### config.mk
export PLATFORM = sky130hd
export DESIGN_NAME = gamepad_autorepeat_key_encoder_core
export DESIGN_NICKNAME = d
export VERILOG_FILES = /design/src/gak_pkg.sv /design/src/gak_activity_decode.sv /design/src/gak_fire_engine.sv /design/src/gamepad_autorepeat_key_encoder_core.sv
export SDC_FILE = /design/constraint.sdc
export NUM_CORES = 2
export LEC_CHECK = 0
export ABC_AREA = 1
export BUFFER_PORTS_ARGS = -buffer_cell sky130_fd_sc_hd__buf_2
export CAP_MARGIN = 20
export CORE_MARGIN = 2
export CORE_UTILIZATION = 55
export DETAILED_ROUTE_END_ITERATION = 6
export GPL_TIMING_DRIVEN = 0
export PLACE_DENSITY = 0.72
export SLEW_MARGIN = 30
export SYNTH_ARGS = -nofsm -noshare
export SYNTH_HDL_FRONTEND = slang
export SYNTH_HIERARCHICAL = 1
export SYNTH_SLANG_ARGS = --single-unit
### constraint.sdc
create_clock -name clk -period 7.23 [get_ports clk]
set_input_delay 1.446 -clock clk [delete_from_list [all_inputs] [get_ports clk]]
set_output_delay 1.446 -clock clk [all_outputs]
set_load 0.01 [all_outputs]
### src/gak_pkg.sv
// Shared types, constants and channel tables for the gamepad autorepeat key encoder.
// No dependencies; imported by every module of the block except gak_checker.
`default_nettype none
package gak_pkg;

  localparam int CHANNELS  = 20;
  localparam int TIME_BITS = 32;
  localparam int AXES      = 8;

  // Register indexes of the configuration port
  localparam logic [2:0] CFG_IDX_ENABLE    = 3'd0;
  localparam logic [2:0] CFG_IDX_THRESHOLD = 3'd1;
  localparam logic [2:0] CFG_IDX_INITIAL   = 3'd2;
  localparam logic [2:0] CFG_IDX_MIN       = 3'd3;
  localparam logic [2:0] CFG_IDX_MAX       = 3'd4;
  localparam logic [2:0] CFG_IDX_STEP      = 3'd5;

  // Register reset values
  localparam logic        RST_ENABLE    = 1'b1;
  localparam logic [14:0] RST_THRESHOLD = 15'd10000;
  localparam logic [9:0]  RST_INITIAL   = 10'd150;
  localparam logic [9:0]  RST_MIN       = 10'd30;
  localparam logic [9:0]  RST_MAX       = 10'd400;
  localparam logic [7:0]  RST_STEP      = 8'd10;

  // Period adjust channels
  localparam int CH_SHORTER = 18;
  localparam int CH_LONGER  = 19;

  typedef logic [7:0] code_t;
  typedef logic [AXES-1:0][15:0] axes_t;

  // Key code per channel
  localparam code_t CHAN_CODE [CHANNELS] = '{
    8'd75, 8'd77, 8'd80, 8'd72, 8'd32, 8'd90, 8'd67, 8'd82, 8'd72, 8'd82,
    8'd72, 8'd72, 8'd82, 8'd13, 8'd67, 8'd72, 8'd27, 8'd13, 8'd45, 8'd43
  };

  // Bit i set: channel i overwrites the code; clear: writes only if none set
  localparam logic [CHANNELS-1:0] CHAN_OVERWRITE = 20'b1111_0000_0110_0111_1111;

  typedef struct packed {
    logic        enable;
    logic [14:0] threshold;
    logic [9:0]  repeat_min;
    logic [9:0]  repeat_max;
    logic [7:0]  repeat_step;
  } cfg_t;

  typedef struct packed {
    code_t      key_code;
    logic [9:0] period_now;
  } result_t;

endpackage
`default_nettype wire

### src/gak_activity_decode.sv
// Channel activity decode: thresholds the axes and maps buttons to channels.
// Depends on gak_pkg.
`default_nettype none
module gak_activity_decode (
  input  wire gak_pkg::axes_t               axes,
  input  wire logic [9:0]                   button_bits,
  input  wire logic [14:0]                  threshold,
  output logic [gak_pkg::CHANNELS-1:0]      act
);
  import gak_pkg::*;

  logic [AXES-1:0] pos;
  logic [AXES-1:0] neg;

  // Per-axis compare against +T and -T in 17-bit signed arithmetic
  always_comb begin
    logic signed [16:0] thr_s;
    logic signed [16:0] v_s;
    thr_s = $signed({2'b00, threshold});
    for (int k = 0; k < AXES; k++) begin
      v_s    = $signed({axes[k][15], axes[k]});
      pos[k] = v_s > thr_s;
      neg[k] = v_s < -thr_s;
    end
  end

  // Channel map
  always_comb begin
    act        = '0;
    act[0]     = neg[6] | neg[0];
    act[1]     = pos[6] | pos[0];
    act[2]     = pos[7] | pos[1];
    act[6:3]   = button_bits[3:0];
    act[8:7]   = button_bits[5:4];
    act[9]     = pos[4];
    act[10]    = pos[5];
    act[11]    = pos[2];
    act[12]    = neg[2];
    act[13]    = pos[3];
    act[14]    = neg[3];
    act[15]    = neg[7];
    act[19:16] = button_bits[9:6];
  end

endmodule
`default_nettype wire

### src/gak_fire_engine.sv
// Fire evaluation, key code selection and per-channel repeat state.
// Depends on gak_pkg; fed by gak_activity_decode through the top level.
`default_nettype none
module gak_fire_engine (
  input  wire logic                          clk,
  input  wire logic                          rst_n,
  input  wire logic                          advance,
  input  wire logic [gak_pkg::CHANNELS-1:0]  act,
  input  wire logic [31:0]                   time_ms,
  input  wire gak_pkg::cfg_t                 cfg,
  output gak_pkg::result_t                   res
);
  import gak_pkg::*;

  logic [CHANNELS-1:0]  was_active_r;
  logic [CHANNELS-1:0]  armed_r;
  logic [TIME_BITS-1:0] lft_r [CHANNELS];
  logic [9:0]           period_r;

  logic [TIME_BITS-1:0] now;
  logic [CHANNELS-1:0]  fire;
  logic [9:0]           period_a;
  logic [9:0]           period_nxt;
  code_t                code;

  assign now = TIME_BITS'(time_ms);

  // Shorten step: saturate at zero, then clamp up to repeat_min.
  // The shorten channel's own fire test is repeated here against the held period.
  always_comb begin
    logic [10:0]          diff;
    logic [TIME_BITS-1:0] el_short;
    logic                 fire_short;
    el_short   = now - lft_r[CH_SHORTER];
    fire_short = cfg.enable && act[CH_SHORTER] &&
                 (!was_active_r[CH_SHORTER] ||
                  (armed_r[CH_SHORTER] && (el_short >= TIME_BITS'(period_r))));
    diff = {1'b0, period_r} - {3'b000, cfg.repeat_step};
    if (diff[10]) begin
      period_a = '0;
    end else begin
      period_a = diff[9:0];
    end
    if (period_a < cfg.repeat_min) begin
      period_a = cfg.repeat_min;
    end
    if (!fire_short) begin
      period_a = period_r;
    end
  end

  // Per-channel fire test; the lengthen channel sees the shortened period
  always_comb begin
    logic [TIME_BITS-1:0] elapsed;
    logic [9:0]           per;
    for (int i = 0; i < CHANNELS; i++) begin
      elapsed = now - lft_r[i];
      per     = (i == CH_LONGER) ? period_a : period_r;
      fire[i] = cfg.enable && act[i] &&
                (!was_active_r[i] ||
                 (armed_r[i] && (elapsed >= TIME_BITS'(per))));
    end
  end

  // Lengthen step: clamp down to repeat_max
  always_comb begin
    logic [10:0] sum;
    sum = {1'b0, period_a} + {3'b000, cfg.repeat_step};
    if (sum > {1'b0, cfg.repeat_max}) begin
      period_nxt = cfg.repeat_max;
    end else begin
      period_nxt = sum[9:0];
    end
    if (!fire[CH_LONGER]) begin
      period_nxt = period_a;
    end
  end

  // Code select: last firing overwrite channel, else first firing channel
  always_comb begin
    logic [CHANNELS-1:0] ow_fire;
    logic                any_ow;
    logic                sel;
    ow_fire = fire & CHAN_OVERWRITE;
    any_ow  = |ow_fire;
    code    = '0;
    for (int i = 0; i < CHANNELS; i++) begin
      if (any_ow) begin
        sel = ow_fire[i] && !(|(ow_fire & ({CHANNELS{1'b1}} << (i + 1))));
      end else begin
        sel = fire[i] && !(|(fire & ~({CHANNELS{1'b1}} << i)));
      end
      code = code | (sel ? CHAN_CODE[i] : 8'd0);
    end
  end

  assign res.key_code   = code;
  assign res.period_now = period_nxt;

  // Control state
  always_ff @(posedge clk) begin
    if (!rst_n) begin
      was_active_r <= '0;
      armed_r      <= '0;
      period_r     <= RST_INITIAL;
    end else if (advance && cfg.enable) begin
      was_active_r <= act;
      armed_r      <= armed_r | fire;
      period_r     <= period_nxt;
    end
  end

  // Last fire times; only read once the channel is armed
  always_ff @(posedge clk) begin
    for (int i = 0; i < CHANNELS; i++) begin
      if (advance && fire[i]) begin
        lft_r[i] <= now;
      end
    end
  end

endmodule
`default_nettype wire

### src/gamepad_autorepeat_key_encoder_core.sv
// Pipeline: input register, combinational compute, result register.
// One request per cycle unless a stalled full result holds the pipe; the per-channel
// repeat state is read and updated in the compute logic between the two registers.
// Reset (rst_n low, synchronous): both stages empty, registers to defaults,
// activity and armed bits cleared, repeat period loaded with 150 ms.
`default_nettype none
module gamepad_autorepeat_key_encoder_core (
  input  wire logic        clk,
  input  wire logic        rst_n,
  input  wire logic        in_valid,
  output logic             in_stall,
  input  wire logic [15:0] in_axis_left_x,
  input  wire logic [15:0] in_axis_left_y,
  input  wire logic [15:0] in_axis_right_x,
  input  wire logic [15:0] in_axis_right_y,
  input  wire logic [15:0] in_axis_left_trigger,
  input  wire logic [15:0] in_axis_right_trigger,
  input  wire logic [15:0] in_axis_pad_x,
  input  wire logic [15:0] in_axis_pad_y,
  input  wire logic [9:0]  in_button_bits,
  input  wire logic [31:0] in_time_ms,
  output logic             out_valid,
  input  wire logic        out_stall,
  output logic [7:0]       out_key_code,
  output logic [9:0]       out_period_now,
  input  wire logic        cfg_valid,
  output logic             cfg_ready,
  input  wire logic [2:0]  cfg_index,
  input  wire logic [14:0] cfg_data
);
  import gak_pkg::*;

  cfg_t        cfg_r;
  logic        s1_valid_r;
  axes_t       s1_axes_r;
  logic [9:0]  s1_buttons_r;
  logic [31:0] s1_time_r;
  logic        out_valid_r;
  result_t     out_res_r;

  logic                out_can;
  logic                s1_can;
  logic                advance;
  logic [CHANNELS-1:0] act;
  result_t             res;

  // Configuration registers
  assign cfg_ready = 1'b1;

  always_ff @(posedge clk) begin
    if (!rst_n) begin
      cfg_r.enable      <= RST_ENABLE;
      cfg_r.threshold   <= RST_THRESHOLD;
      cfg_r.repeat_min  <= RST_MIN;
      cfg_r.repeat_max  <= RST_MAX;
      cfg_r.repeat_step <= RST_STEP;
    end else if (cfg_valid && cfg_ready) begin
      case (cfg_index)
        CFG_IDX_ENABLE:    cfg_r.enable      <= cfg_data[0];
        CFG_IDX_THRESHOLD: cfg_r.threshold   <= cfg_data;
        CFG_IDX_INITIAL: begin
          // the written value is ignored; reset loads the default initial period
        end
        CFG_IDX_MIN:       cfg_r.repeat_min  <= cfg_data[9:0];
        CFG_IDX_MAX:       cfg_r.repeat_max  <= cfg_data[9:0];
        CFG_IDX_STEP:      cfg_r.repeat_step <= cfg_data[7:0];
        default: begin
        end
      endcase
    end
  end

  // Pipeline flow control
  assign out_can  = !out_valid_r || !out_stall;
  assign s1_can   = !s1_valid_r || out_can;
  assign advance  = s1_valid_r && out_can;
  assign in_stall = !s1_can;

  // Input register
  always_ff @(posedge clk) begin
    if (!rst_n) begin
      s1_valid_r <= 1'b0;
    end else if (s1_can) begin
      s1_valid_r <= in_valid;
    end
  end

  always_ff @(posedge clk) begin
    if (in_valid && s1_can) begin
      s1_axes_r    <= {in_axis_pad_y, in_axis_pad_x, in_axis_right_trigger,
                       in_axis_left_trigger, in_axis_right_y, in_axis_right_x,
                       in_axis_left_y, in_axis_left_x};
      s1_buttons_r <= in_button_bits;
      s1_time_r    <= in_time_ms;
    end
  end

  gak_activity_decode u_decode (
    .axes        (s1_axes_r),
    .button_bits (s1_buttons_r),
    .threshold   (cfg_r.threshold),
    .act         (act)
  );

  gak_fire_engine u_engine (
    .clk     (clk),
    .rst_n   (rst_n),
    .advance (advance),
    .act     (act),
    .time_ms (s1_time_r),
    .cfg     (cfg_r),
    .res     (res)
  );

  // Result register
  always_ff @(posedge clk) begin
    if (!rst_n) begin
      out_valid_r <= 1'b0;
    end else if (out_can) begin
      out_valid_r <= s1_valid_r;
    end
  end

  always_ff @(posedge clk) begin
    if (advance) begin
      out_res_r <= res;
    end
  end

  assign out_valid      = out_valid_r;
  assign out_key_code   = out_res_r.key_code;
  assign out_period_now = out_res_r.period_now;

endmodule
`default_nettype wire

# == After elaboration in Yosys (flattened, before gate mapping) ==
# Memory sizes are Yosys's and may differ from the RTL's.
# Index checks and enable logic that the tools add are counted.
# totals
regBits,284
mem_bits_rw,640
word_cells,428
memories,1
# memory_table
name,depth,width,rd,rd_ports_with_merged_regs,wr,line_no,text
u_engine.lft_r,20,32,20,0,18,gak_fire_engine.sv:17,logic [TIME_BITS-1:0] lft_r [CHANNELS];
# classes
add_sub_neg,23
order_cmp,35
n_eq_ne,4
mux,91
bitwise,23
n_reduce_logical,229
# op_table
cell,count
$ge 32x10->1,20
$sub 32x32->32,20
$or 8x8->8,19
$gt 16x16->1,8
$logic_and 1x1->1,114
$mux 7,14
$lt 16x17->1,5
$mux 32,2
$reduce_or 32->1,2
$mux 1,62
$logic_not 1->1,55
$mux 10,5
$reduce_or 13->1,2
$reduce_or 12->1,2
$logic_or 1x1->1,22
$reduce_or 11->1,2
$or 20x20->20,1
$reduce_or 10->1,2
$reduce_or 19->1,1
$mux 6,3
$reduce_or 18->1,1
$reduce_or 9->1,2
$neg 15->17,1
$reduce_or 17->1,1
other kinds (22),39

# == Depth between registers and ports, before layout ==
# An unclocked memory read counts as a cell.
# depth
depth_word,35
depth_mapped,52

# == Modules after synthesis ==
# Netlist, hierarchy kept.
# by_module_without_submodules
module,n_inst,cells_each,area_per_inst_um2,seq_area_each_um2
gak_fire_engine,1,9573,68757.2,20219.4
gamepad_autorepeat_key_encoder_core,1,453,7507.2,6566.3
gak_activity_decode,1,757,5114.9,0.0

# == Worst setup path after synthesis ==
# No wires, ideal clock.
# synth_path
path_type,register -> register
from,register s1_time_r[1]
to,"register out_res_r, in the netlist out_period_now[2] (data pin)"
arrival_time_ns,7.214
t_required_ns,6.974
slack_ns,-0.239
path_stages_with_launch,48
path_buffers,2
period_less_slack_ns,7.469
cell_sequence,edfxtp_1 inv_1 fa_1 inv_1 nand2_1 nand2_1 and2_1 xor2_1 ha_1 nand2_1 inv_1 nand2_1 nor2_1 nor2_1 nand2_1 a21oi_1 nand2_1 nor2_1 [12 not listed] o21ai_1 nand2_1 nand2_1 or2_1 nand2_1 inv_1 ha_1 nand4_1 o221ai_1 a21oi_1 o21ai_0 o31ai_1 nand4_2 buf_6 nand2_1 o211ai_2 o21ai_1 inv_1
# synth_rtl
item,line_no,text
"start, declared",gamepad_autorepeat_key_encoder_core.sv:37,logic [31:0] s1_time_r;
"start signal, assigned",gamepad_autorepeat_key_encoder_core.sv:94,s1_time_r <= in_time_ms;
"end signal, assigned",gamepad_autorepeat_key_encoder_core.sv:126,out_res_r <= res;
"end, declared",gamepad_autorepeat_key_encoder_core.sv:39,result_t out_res_r;

==> qor.txt <==
final net count -> 12604
min-delay worst type -> register to register
Crit path largest cell delay -> 0.61 ns
Post-CTS Hold Buffers -> 0
Slew Viols, Final -> 0
fmax -> 142 MHz
crit path DAT -> 7.44 ns
Clock Skew -> 0.0235 ns
vias in the first global route -> 71173
Clock Latency Late Sink -> 0.74 ns
kind of critical path -> register to register
status -> completed
fin crit period -> 7.02 ns
Setup-failing EPs final -> 0
Top Family by Delay on Critical Path -> simple AND/OR/NAND/NOR gates
Worst-Margin Slew -> 1.03 ns
area of the die -> 151000 µm²
endpoints failing hold -> 0
CTS clk-pin slew, worst paths -> 0.06 ns
Int Power -> 11.3 mW
DP HPWL -> 214000 µm
first-pass GRT wire length -> 403000 µm
sequential area share after synthesis -> 32.9%
Max VDD drop -> 0.226 mV
DR vias/cell -> 5.63
Yosys top cell by area -> edfxtp_1
Comb power frac -> 30.8%
largest net degree at the start of global routing -> 101
Seq cells post-synth -> 924
Mapped Area -> 81400 µm²
Worst R2R Setup Slack -> 0.21 ns
Critical Path RT -> 7.65 ns
Crit path top cell by count -> nand2_1
Starting Density -> 55.2%
synth cell count leaders -> 2442 x nand2_1, 1857 x inv_1, 1081 x nor2_1, 1044 x ha_1, 899 x a21oi_1
residual DRC count -> 0
Yosys cell types -> 76
area of the multi-input gates -> 47700 µm²
switch share -> 34.3%
count leader, synth -> nand2_1
antenna violations before repair -> 22
Warnings, synthesis -> 6
Setup crit start kind -> register
fin crit share -> 97.1%
flip-flop and latch area -> 26800 µm²
Max Root-Sink Buffers -> 3
final core utilization -> 62.8%
global route overflow -> 0
CP bufs+invs -> 8
Clock Power Share -> 33.2%
# rows -> 141
post-synth top area share -> 30.6%
Post-Route WL -> 266000 µm
clk sinks -> 924
critical-path maximum fanout -> 10
Seq pwr share -> 36.0%
# H-tree levels -> 3
Final Wtd Congestion -> 0.952
CTS tree -> built
DIE HEIGHT -> 389 µm
leakage -> 44.4 nW
total negative slack -> 0 ns
Max Cap Viol -> 0
FFs w/ async S/R, synth -> 0%
Die X-Extent -> 389 µm
most common flop cell mapped by yosys -> edfxtp_1
CP max-delay cell -> o211ai_1
drt pass-1 iters -> 6
area delta synth->final -> 13.8%
total CTS buffers -> 107
Synth area leaders -> edfxtp_1 31%, ha_1 16%, nand2_1 11%, inv_1 8.6%, a21oi_1 5.5%
IO Pins -> 214
wire length per cell -> 19.9 µm
clk root buf -> clkbuf_16
drt initial violations -> 5862
via count -> 75388
slew margin rel. -> 30.6%
synthesized area per cell -> 7.55 µm²
hold slack -> 0.468 ns
Core Box Area -> 147000 µm²
critical path endpoint category -> register
Global Route Usage Sum -> 34.3%
EDFF count, synth -> 828
Final ANT Viol Nets -> 0
Port-buffer cells -> 212
PD cells -> 186 nW/µm²
Mapped Cells -> 10783
share of cells above drive strength 1 -> 7.69%
Fillers -> 13196
syn_nets -> 12042
switching power -> 5.92 mW
[flip-flops by register name, indices dropped and copies added (netlist names)]
signal	cells
u_engine/armed_r	20
s1_valid_r	1
u_engine/period_r	10
s1_buttons_r	10
s1_axes_r	128
s1_time_r	32
cfg_r	44
u_engine/was_active_r	20
out_key_code	8
u_engine/lft_r	640
out_valid	1
out_period_now	10
[final timing paths]
path / start / end / cells past startpoint
hold / removal: cfg_r[19] / cfg_r[19] / 2
hold reg to reg: cfg_r[19] / cfg_r[19] / 2
setup reg to reg: s1_time_r[4] / out_key_code[2] / 46
setup / recovery: s1_time_r[4] / out_key_code[2] / 46
[cell usage in the layout, fill, tap and decap left out, types with 56 or more instances in the layout]
| cell | synthesis | layout |
|---|---|---|
| xnor2_1 | 139 | 138 |
| buf_4 | 15 | 68 |
| buf_8 | 0 | 92 |
| nand2_1 | 2442 | 2434 |
| nand3_1 | 520 | 519 |
| clkbuf_16 | 0 | 111 |
| o21bai_1 | 76 | 76 |
| o211ai_1 | 67 | 67 |
| buf_6 | 4 | 56 |
| buf_2 | 4 | 219 |
| a21o_1 | 69 | 69 |
| dfxtp_1 | 96 | 95 |
| o21ai_0 | 429 | 421 |
| a31oi_1 | 86 | 86 |
| a21oi_1 | 899 | 896 |
| nor2_1 | 1081 | 1060 |
| xor2_1 | 361 | 358 |
| inv_1 | 1857 | 1844 |
| nor3_1 | 91 | 89 |
| edfxtp_1 | 828 | 828 |
| ha_1 | 1044 | 1033 |
| nand4_1 | 215 | 215 |
[power by group through the flow]
stage,clock [mW],sequential [mW],combinational [mW]
after floorplan,0,6.35,3.41
final,5.72,6.21,5.30
after global placement,0,6.61,4.45
after global routing,6.00,6.23,5.90
after CTS,5.81,6.21,5.12
after detailed placement,0,6.33,5.04
[metrics by stage]
step	worst slack (ns)	power, mW	area, µm²	instances
floorplan	0.0155	9.76	81400	10783
global placement	-3.84	11.1	84900	12925
detailed placement	-0.973	11.4	88000	13114
CTS	0.0265	17.1	91900	13326
global route	-0.117	18.1	92600	13371
finish	0.208	17.2	92600	13381
[worst register-to-register path, delay by kind of cell, from the launching register on]
family	cells	cell delay [ns]
flops	1	0.43
simple gates	30	3.33
compound gates	4	1.10
fa+ha+maj	3	0.86
buf+inv	8	0.81
xor+xnor	1	0.19
[cell families (layout without fill, tap and decap cells)]
group | count (synthesis) | count (layout) | share of synthesized area [%]
AND/OR/NAND/NOR | 4549 | 4549 | 23.5
buffers and inverters | 1927 | 2584 | 9.00
AO/OA/AOI/OAI | 1815 | 1815 | 12.6
adder cells (fa/ha/maj) | 1066 | 1066 | 16.6
flip-flops | 924 | 924 | 32.9
XOR/XNOR | 500 | 500 | 5.38
other | 2 | 13 | 0.00923
[cell type report]
type | instances | area share, %
Clock inverter | 81 | 0.896
Sequential cell | 924 | 28.9
Inverter | 1884 | 7.69
Timing Repair Buffer | 453 | 4.86
Clock buffer | 123 | 3.10
Multi-Input combinational cell | 7932 | 51.6
Tap cell | 1930 | 2.61
Buffer | 43 | 0.308
Antenna cell | 11 | 0.0297
[metal layers]
layer / global-route usage [%] / vias up / part of all wire (%)
li1: - / 37176 / -
met2: 54.3 / 2613 / 44
met4: 16.5 / 22 / 5.5
met5: 0 / - / 0.051
met1: 46.2 / 34985 / 43
met3: 4.70 / 592 / 7.3
[repair_timing]
item,in CTS,in global routing
gates cloned,1,3
resized for setup,30,63
setup buffers,8,44
setup endpoints to repair,60,59
pin swaps,7,33
Note: power is estimated with default switching activity, not from simulation.
